[src/rtl/core/dht_pkg.sv]
// Shared types and constants for the double hashing insert block.
// No dependencies; used by every module of the block.
package dht_pkg;

  localparam int TABLE_DEPTH = 256;
  localparam int SLOT_BITS   = $clog2(TABLE_DEPTH);
  localparam int SIZE_BITS   = SLOT_BITS + 1;
  localparam int KEY_BITS    = 16;
  localparam int COUNT_BITS  = 9;
  localparam int COUNT_MAX   = 511;

  localparam int HASH_SHIFT  = 8;
  localparam int HASH_SCALE  = 100;
  localparam int HASH_MUL    = (1 << HASH_SHIFT) * HASH_SCALE;

  // Divider geometry; dividend widths follow from the 16-bit key.
  localparam int DIV_BITS     = 32;
  localparam int DIV_CNT_BITS = 6;
  localparam int HASH_A_BITS  = 31;  // key * 25600
  localparam int MOD_BITS     = 7;   // the constant 100
  localparam int STEP_B_BITS  = 23;  // (key + 100) * 100 at most

  localparam int OUT_BYTES_BITS = 24;

  typedef enum logic [1:0] {
    ST_INSERTED  = 2'd0,
    ST_DUPLICATE = 2'd1,
    ST_FULL      = 2'd2
  } status_t;

  typedef enum logic [3:0] {
    S_IDLE,
    S_LAUNCH,
    S_HASH_Q,
    S_HASH_R,
    S_STEP_M,
    S_STEP_Q,
    S_STEP_R,
    S_PROBE_RD,
    S_PROBE_CHK,
    S_RESULT
  } state_t;

  typedef struct packed {
    logic                 rd;
    logic                 wr;
    logic [SLOT_BITS-1:0] addr;
    logic [KEY_BITS-1:0]  key;
  } tbl_req_t;

  typedef struct packed {
    logic                used;
    logic [KEY_BITS-1:0] key;
  } tbl_rsp_t;

endpackage

[src/rtl/core/double_hash_table_insert_top.sv]
// Double hashing insert: one key in, one status/slot/count result out.
// Each item runs five serial divisions on the shared 1-bit-per-cycle divider,
// then P probes (1..table size), each a memory read and a check.
// One item is in work at a time: the next is taken once this result is loaded
// into the output register, later while an earlier result waits. Reset: size
// 256, all slots empty, count zero.
module double_hash_table_insert_top (
  input  logic        clk,
  input  logic        rst,
  input  logic        s_tvalid,
  output logic        s_tready,
  input  logic [15:0] s_tdata,   // [15:0] item_key
  output logic        m_tvalid,
  input  logic        m_tready,
  output logic [23:0] m_tdata,   // [1:0] insert_status, [9:2] slot_index,
                                 // [18:10] stored_count, [23:19] zero
  input  logic        cfg_valid,
  output logic        cfg_ready,
  input  logic [8:0]  cfg_data   // configured slot count
);

  localparam int SB = dht_pkg::SIZE_BITS;
  localparam int LB = dht_pkg::SLOT_BITS;
  localparam int KB = dht_pkg::KEY_BITS;
  localparam int CB = dht_pkg::COUNT_BITS;
  localparam int DB = dht_pkg::DIV_BITS;
  localparam int NB = dht_pkg::DIV_CNT_BITS;

  dht_pkg::state_t  state, state_next;
  dht_pkg::status_t res_status;
  dht_pkg::tbl_req_t req;
  dht_pkg::tbl_rsp_t rsp;

  logic [SB-1:0] size_cfg;
  logic [SB-1:0] size_eff;
  logic [SB-1:0] size_reg;
  logic [KB-1:0] key_reg;
  logic [LB-1:0] slot;
  logic [LB-1:0] step;
  logic [SB-1:0] probe_n;
  logic [LB-1:0] res_slot;
  logic [CB-1:0] entry_count;

  logic          div_start;
  logic [DB-1:0] div_dividend;
  logic [NB-1:0] div_nbits;
  logic          div_done;
  logic [DB-1:0] div_quot;
  logic [SB-1:0] div_rem;

  logic [SB-1:0] slot_sum;
  logic [LB-1:0] slot_adv;
  logic [SB-1:0] probe_n_inc;
  logic          out_load;

  assign cfg_ready = 1'b1;

  always_ff @(posedge clk) begin
    if (rst) begin
      size_cfg <= SB'(dht_pkg::TABLE_DEPTH);
    end else if (cfg_valid) begin
      size_cfg <= cfg_data;
    end
  end

  always_comb begin
    size_eff = size_cfg;
    if (size_cfg == '0) begin
      size_eff = SB'(1);
    end else if (size_cfg > SB'(dht_pkg::TABLE_DEPTH)) begin
      size_eff = SB'(dht_pkg::TABLE_DEPTH);
    end
  end

  dht_divider u_div (
    .clk       (clk),
    .rst       (rst),
    .start     (div_start),
    .dividend  (div_dividend),
    .divisor   (size_reg),
    .nbits     (div_nbits),
    .done      (div_done),
    .quotient  (div_quot),
    .remainder (div_rem)
  );

  dht_table u_table (
    .clk (clk),
    .rst (rst),
    .req (req),
    .rsp (rsp)
  );

  // Next probe slot: both terms below size, so one subtract wraps it.
  assign slot_sum    = {1'b0, slot} + {1'b0, step};
  assign slot_adv    = (slot_sum >= size_reg) ? LB'(slot_sum - size_reg) : LB'(slot_sum);
  assign probe_n_inc = probe_n + 1'b1;
  assign out_load    = (state == dht_pkg::S_RESULT) && (!m_tvalid || m_tready);

  always_ff @(posedge clk) begin
    if (rst) begin
      state <= dht_pkg::S_IDLE;
    end else begin
      state <= state_next;
    end
  end

  always_comb begin
    state_next   = state;
    s_tready     = 1'b0;
    div_start    = 1'b0;
    div_dividend = '0;
    div_nbits    = '0;
    req          = '0;
    req.addr     = slot;
    req.key      = key_reg;
    case (state)
      dht_pkg::S_IDLE: begin
        s_tready = 1'b1;
        if (s_tvalid) begin
          state_next = dht_pkg::S_LAUNCH;
        end
      end
      dht_pkg::S_LAUNCH: begin
        div_start    = 1'b1;
        div_dividend = DB'(key_reg) * DB'(dht_pkg::HASH_MUL);
        div_nbits    = NB'(dht_pkg::HASH_A_BITS);
        state_next   = dht_pkg::S_HASH_Q;
      end
      dht_pkg::S_HASH_Q: begin
        if (div_done) begin
          div_start    = 1'b1;
          div_dividend = div_quot;
          div_nbits    = NB'(dht_pkg::HASH_A_BITS);
          state_next   = dht_pkg::S_HASH_R;
        end
      end
      dht_pkg::S_HASH_R: begin
        if (div_done) begin
          div_start    = 1'b1;
          div_dividend = DB'(dht_pkg::HASH_SCALE);
          div_nbits    = NB'(dht_pkg::MOD_BITS);
          state_next   = dht_pkg::S_STEP_M;
        end
      end
      dht_pkg::S_STEP_M: begin
        if (div_done) begin
          div_start    = 1'b1;
          div_dividend = (DB'(key_reg) + DB'(div_rem)) * DB'(dht_pkg::HASH_SCALE);
          div_nbits    = NB'(dht_pkg::STEP_B_BITS);
          state_next   = dht_pkg::S_STEP_Q;
        end
      end
      dht_pkg::S_STEP_Q: begin
        if (div_done) begin
          div_start    = 1'b1;
          div_dividend = div_quot;
          div_nbits    = NB'(dht_pkg::STEP_B_BITS);
          state_next   = dht_pkg::S_STEP_R;
        end
      end
      dht_pkg::S_STEP_R: begin
        if (div_done) begin
          state_next = dht_pkg::S_PROBE_RD;
        end
      end
      dht_pkg::S_PROBE_RD: begin
        req.rd     = 1'b1;
        state_next = dht_pkg::S_PROBE_CHK;
      end
      dht_pkg::S_PROBE_CHK: begin
        if (!rsp.used) begin
          req.wr     = 1'b1;
          state_next = dht_pkg::S_RESULT;
        end else if (rsp.key == key_reg) begin
          state_next = dht_pkg::S_RESULT;
        end else if (probe_n_inc == size_reg) begin
          state_next = dht_pkg::S_RESULT;
        end else begin
          state_next = dht_pkg::S_PROBE_RD;
        end
      end
      dht_pkg::S_RESULT: begin
        if (out_load) begin
          state_next = dht_pkg::S_IDLE;
        end
      end
      default: begin
        state_next = dht_pkg::S_IDLE;
      end
    endcase
  end

  // Item datapath registers.
  always_ff @(posedge clk) begin
    if (state == dht_pkg::S_IDLE && s_tvalid) begin
      key_reg  <= s_tdata[KB-1:0];
      size_reg <= size_eff;
    end
    if (state == dht_pkg::S_HASH_R && div_done) begin
      slot <= LB'(div_rem);
    end
    if (state == dht_pkg::S_STEP_R && div_done) begin
      step    <= LB'(div_rem);
      probe_n <= '0;
    end
    if (state == dht_pkg::S_PROBE_CHK) begin
      probe_n <= probe_n_inc;
      if (!rsp.used) begin
        res_status <= dht_pkg::ST_INSERTED;
        res_slot   <= slot;
      end else if (rsp.key == key_reg) begin
        res_status <= dht_pkg::ST_DUPLICATE;
        res_slot   <= slot;
      end else if (probe_n_inc == size_reg) begin
        res_status <= dht_pkg::ST_FULL;
        res_slot   <= '0;
      end else begin
        slot <= slot_adv;
      end
    end
  end

  always_ff @(posedge clk) begin
    if (rst) begin
      entry_count <= '0;
    end else if (state == dht_pkg::S_PROBE_CHK && !rsp.used &&
                 entry_count != CB'(dht_pkg::COUNT_MAX)) begin
      entry_count <= entry_count + 1'b1;
    end
  end

  // Output register: hold the result until taken.
  always_ff @(posedge clk) begin
    if (rst) begin
      m_tvalid <= 1'b0;
    end else if (out_load) begin
      m_tvalid <= 1'b1;
    end else if (m_tready) begin
      m_tvalid <= 1'b0;
    end
  end

  always_ff @(posedge clk) begin
    if (out_load) begin
      m_tdata <= dht_pkg::OUT_BYTES_BITS'({entry_count, res_slot, res_status});
    end
  end

endmodule

[src/rtl/core/dht_divider.sv]
// Iterative restoring divider, one quotient bit per cycle.
// Depends on dht_pkg for widths.
module dht_divider (
  input  logic                              clk,
  input  logic                              rst,
  input  logic                              start,
  input  logic [dht_pkg::DIV_BITS-1:0]      dividend,
  input  logic [dht_pkg::SIZE_BITS-1:0]     divisor,
  input  logic [dht_pkg::DIV_CNT_BITS-1:0]  nbits,
  output logic                              done,
  output logic [dht_pkg::DIV_BITS-1:0]      quotient,
  output logic [dht_pkg::SIZE_BITS-1:0]     remainder
);

  logic [dht_pkg::DIV_BITS-1:0]     dvd;
  logic [dht_pkg::SIZE_BITS-1:0]    rem;
  logic [dht_pkg::DIV_CNT_BITS-1:0] cnt;
  logic                             busy;
  logic [dht_pkg::SIZE_BITS:0]      partial;
  logic [dht_pkg::SIZE_BITS:0]      diff;
  logic                             ge;

  assign partial = {rem, dvd[dht_pkg::DIV_BITS-1]};
  assign ge      = partial >= {1'b0, divisor};
  assign diff    = partial - {1'b0, divisor};

  always_ff @(posedge clk) begin
    if (rst) begin
      busy <= 1'b0;
      done <= 1'b0;
      cnt  <= '0;
    end else begin
      done <= 1'b0;
      if (start) begin
        busy <= 1'b1;
        cnt  <= nbits;
      end else if (busy) begin
        cnt <= cnt - 1'b1;
        if (cnt == dht_pkg::DIV_CNT_BITS'(1)) begin
          busy <= 1'b0;
          done <= 1'b1;
        end
      end
    end
  end

  // Left-align the dividend so only its significant bits are walked.
  always_ff @(posedge clk) begin
    if (start) begin
      rem <= '0;
      dvd <= dividend << (dht_pkg::DIV_CNT_BITS'(dht_pkg::DIV_BITS) - nbits);
    end else if (busy) begin
      rem <= ge ? diff[dht_pkg::SIZE_BITS-1:0] : partial[dht_pkg::SIZE_BITS-1:0];
      dvd <= {dvd[dht_pkg::DIV_BITS-2:0], ge};
    end
  end

  assign quotient  = dvd;
  assign remainder = rem;

endmodule

[src/rtl/core/dht_table.sv]
// Slot store: key memory with a registered read, plus used flags.
// Depends on dht_pkg for request and response types.
module dht_table (
  input  logic              clk,
  input  logic              rst,
  input  dht_pkg::tbl_req_t req,
  output dht_pkg::tbl_rsp_t rsp
);

  logic [dht_pkg::KEY_BITS-1:0]    key_mem [dht_pkg::TABLE_DEPTH];
  logic [dht_pkg::TABLE_DEPTH-1:0] used;

  // Used flags clear at reset; a slot that was never written reads as empty.
  always_ff @(posedge clk) begin
    if (req.wr) begin
      key_mem[req.addr] <= req.key;
    end
    if (req.rd) begin
      rsp.key <= key_mem[req.addr];
    end
    if (rst) begin
      used     <= '0;
      rsp.used <= 1'b0;
    end else begin
      if (req.wr) begin
        used[req.addr] <= 1'b1;
      end
      if (req.rd) begin
        rsp.used <= used[req.addr];
      end
    end
  end

endmodule

[config.mk]
export PLATFORM = sky130hd
export DESIGN_NAME = double_hash_table_insert_top
export DESIGN_NICKNAME = d
export VERILOG_FILES = /design/src/rtl/core/dht_pkg.sv /design/src/rtl/core/double_hash_table_insert_top.sv /design/src/rtl/core/dht_divider.sv /design/src/rtl/core/dht_table.sv
export SDC_FILE = /design/constraint.sdc
export NUM_CORES = 2
export LEC_CHECK = 0
export BUFFER_PORTS_ARGS = -buffer_cell sky130_fd_sc_hd__buf_2
export CORE_UTILIZATION = 55
export CTS_CLUSTER_DIAMETER = 150
export DETAILED_ROUTE_END_ITERATION = 16
export GPL_TIMING_DRIVEN = 1
export PLACE_DENSITY_LB_ADDON = 0.2
export SKIP_CTS_REPAIR_TIMING = 1
export SYNTH_ARGS = -nofsm -noshare
export SYNTH_HDL_FRONTEND = slang
export SYNTH_HIERARCHICAL = 1
export SYNTH_SLANG_ARGS = --single-unit
[constraint.sdc]
create_clock -name clk -period 30.4 [get_ports clk]
set_clock_uncertainty 0.05 [all_clocks]
set_input_delay 1.52 -clock clk [delete_from_list [all_inputs] [get_ports clk]]
set_output_delay 1.52 -clock clk [all_outputs]
set_load 0.005 [all_outputs]
==> results.md <==
- Dividing the final minimum period by the clock period gives 24.0%.
- In this run the cell area measured after placement is 0.187 sq mm.
- The worst slew margin relative to its limit is -12.7%.
- During placement, the flow inserted port buffers numbering 50.
- The required time of the critical path is 31080 ps.
- In the final layout, the share of cells above drive strength 1 is 28.7%.
- The finished cells cover 0.202 sq mm.
- After clock tree synthesis, the clock-pin slew on the worst setup and hold paths is 60 ps.
- The total vias in the final route is 93500.
- The number of global-route vias before repair is 91700.
- The initial cell density of the core is 55.4%.
- The number of antenna-violating nets in the routed design is 0.
- The async set or reset register ratio after synthesis is 0%.
- The mapped cell area is 0.180 sq mm.
- The count of flip-flops with a built-in enable after synthesis is 4215.
- The kind of critical path is register to register.
- The number of iterations in the first detailed-routing pass is 8.
- The power per standard cell area is 72.4 mW/mm^2.
- The worst path arrival time is 7970 ps.
- The slowest cell on the critical path is sky130_fd_sc_hd__buf_4.
- The static leakage is 63.8 nW.
- The maximum fanout count along the critical path is 51.
- In the layout the commonest cells are 4215 x sky130_fd_sc_hd__edfxtp_1, 1307 x sky130_fd_sc_hd__mux4_2, 633 x sky130_fd_sc_hd__nor2_1, 445 x sky130_fd_sc_hd__clkbuf_16, 414 x sky130_fd_sc_hd__buf_4.
- The first global-routing pass estimated 704 mm of wire.
- The number of distinct standard cells referenced by the synthesized netlist is 92.
- The final-report max-slew violation count came to 6.
- Net switching is 25.6% of the power.
- The pre-CTS setup slack is 23160 ps.
- The cell count after placement is 13200.
- The core region is 0.325 sq mm.
- Setup repair after global routing left no endpoint under its margin.
- The number of instances in the synthesized netlist is 8806.
- The worst-case vdd ir drop is 0.000107 V.
- The CTS buffer count is 443.
- The flow ran to the end, but the final reports show violations.
- TritonCTS built the clock tree.
- Cell internal power was estimated by the tool at 10.9 mW.
- Using the TritonRoute via totals, the vias-per-cell ratio works out to 6.69.
- The most flop-heavy register is u_table/key_mem.
- The number of levels in the clock H-tree is 5.
- The type of destination of the critical path is a register.
- The number of max-capacitance violations reported is 2.
- The remaining routing DRC violations is 0.
- The proportion of power drawn by the clock network is 37.1%.
- The filler-free cell count of the finished design is 14000.
- For this design the total switching power over the nets is 3.75 mW.
- The top flip-flop cell by instance count after synthesis is sky130_fd_sc_hd__edfxtp_1.
- The final worst setup slack is 23110 ps.
- For this block, the routed nets add up to 502 mm of wire.
- The average instance area after synthesis is 20.4 sq um.
- Measured on the finished design, the core utilization comes to 62.2%.
- Sequential cells burn 48.6% of the power.
- The number of clock sinks is 4520.
- The die is 574 um wide.
- At the end of the flow, the number of nets in the layout was 9480.
- The site row count is 209.
- For the pin with the worst max-slew slack, the measured transition is 1690 ps.
- In this run, synthesis produced a sequential element count of 4520.
- The smallest clock period supported by the final layout is computed as 7290 ps.
- The height of the chip is 574 um.
- The maximum number of pins on one net before global-route repair is 217.
- The flip-flop count of the largest register, all copies and words added is 4096.
- In the final routed layout, each cell accounts on average for 35.9 um.
- The die footprint is 0.329 sq mm.
- In the final timing run, aggregate negative setup slack is 0 ps.
- The DRC marker count from the first detailed-route iteration is 13800.
- The highest cell delay on the worst timing path is 570 ps.
- The global-route congestion overflow total is 0.
- The detailed placement HPWL is 305 mm.
- The maximum count of clock buffers along a single path is 4.
- The routability congestion estimate from global placement is 0.896.
- The portion of the post-synthesis area used by sequential elements is 73.7%.
- The most common cell after layout, fill and taps aside is sky130_fd_sc_hd__edfxtp_1.
- The CTS root buffer is sky130_fd_sc_hd__clkbuf_16.
- Pin placement for this block handled 57 I/O pins.
- The worst hold slack is 362 ps.
- The total of fill cells in the finished design is 22200.
- The design draws 14.6 mW.
- Relative to the synthesized area, the layout overhead comes to 12.2%.
- The checks that failed: capacitance limit, slew limit.
- The multi-input combinational cells in the finished layout cover a total of 0.0452 sq mm.
- The initial antenna violation count is 33.
- The part of the power in combinational logic is 14.2%.
- The warning count from the yosys run is 6.
- Static timing analysis puts the maximum clock frequency at 0.137 GHz.
- The final-report setup violation count is 0.
- The area taken by flip-flops and latches is 0.133 sq mm.
- The hold violation total from the final report is 0.
- The source-to-sink clock delay at the later pin of the worst-skew pair is 1020 ps.
- The type of the tightest min-delay check is register to register.
- The overall fraction of global-route tracks in use is 30.5%.
- The worst setup path is launched from a register.
-- per-layer routing --
metal | global-route usage (%) | vias to the layer above | share of wire, %
met1 | 42.1 | 49600 | 37
met2 | 46.8 | 5860 | 46
met4 | 13.7 | 12 | 5.3
met3 | 7.20 | 991 | 12
li1 | - | 37100 | -
met5 | 0 | - | 0.017
-- final cells by class --
type | count | share of cell area (%)
clock inverter | 253 | 1.22
multi-input combinational | 3679 | 22.4
timing repair buffer | 480 | 1.81
antenna | 9 | 0.0112
tap | 4325 | 2.68
clock buffer | 572 | 5.91
inverter | 147 | 0.277
sequential | 4520 | 65.7
-- path summary, 6_finish.rpt --
check	startpoint	end	slack, ps	cells past startpoint
worst max-delay path	key_reg[2]	u_div/quotient[23]	23110	29
worst min register to register	res_slot[3]	m_tdata[5]	360	0
worst max register to register	key_reg[2]	u_div/quotient[23]	23110	29
worst min-delay path	res_slot[3]	m_tdata[5]	360	0
-- cell families (layout without fill, tap and decap cells) --
group | count (synthesis) | in the layout | share of synthesized area, %
flip-flops | 4520 | 4520 | 73.7
AO/OA/AOI/OAI | 520 | 520 | 2.09
adder cells (fa/ha/maj) | 179 | 179 | 1.36
buffers and inverters | 617 | 1452 | 1.67
AND/OR/NAND/NOR | 1380 | 1380 | 3.28
multiplexers | 1486 | 1486 | 17.4
XOR/XNOR | 102 | 102 | 0.504
other | 2 | 21 | 0.00417
-- power by group through the flow --
stage / clock network [mW] / registers, mW / logic (mW)
3_5_place_dp: 0 / 7.24 / 2.06
2_1_floorplan: 0 / 7.38 / 1.34
3_3_place_gp: 0 / 7.24 / 2.03
4_1_cts: 5.48 / 7.11 / 2.07
5_1_grt: 5.71 / 7.11 / 2.29
6_report: 5.43 / 7.11 / 2.08
-- synthesized netlist by cell type, drive strengths merged (49+ instances only) --
| cell | instances | area share [%] |
|---|---|---|
| edfxtp | 4215 | 70 |
| mux4 | 1307 | 16 |
| nor2 | 868 | 1.8 |
| dfxtp | 305 | 3.4 |
| buf | 299 | 1.0 |
| nand2 | 236 | 0.49 |
| clkbuf | 171 | 0.36 |
| mux2i | 169 | 0.94 |
| ha | 152 | 1.1 |
| inv | 146 | 0.30 |
| a22oi | 76 | 0.32 |
| a21oi | 75 | 0.21 |
| o21ai | 74 | 0.21 |
| xnor2 | 54 | 0.26 |
| o22ai | 51 | 0.18 |
| nand3 | 49 | 0.14 |
-- critical path: cells and delay by family (launching register included) --
kind                     cells  cell delay (ps)
AO/OA/AOI/OAI               15             3160
XOR/XNOR                     1              170
adder cells (fa/ha/maj)      5             1740
buffers and inverters        3              660
flip-flops                   1              320
multiplexers                 1              540
AND/OR/NAND/NOR              4              390
(Power assumes the default switching activity.)
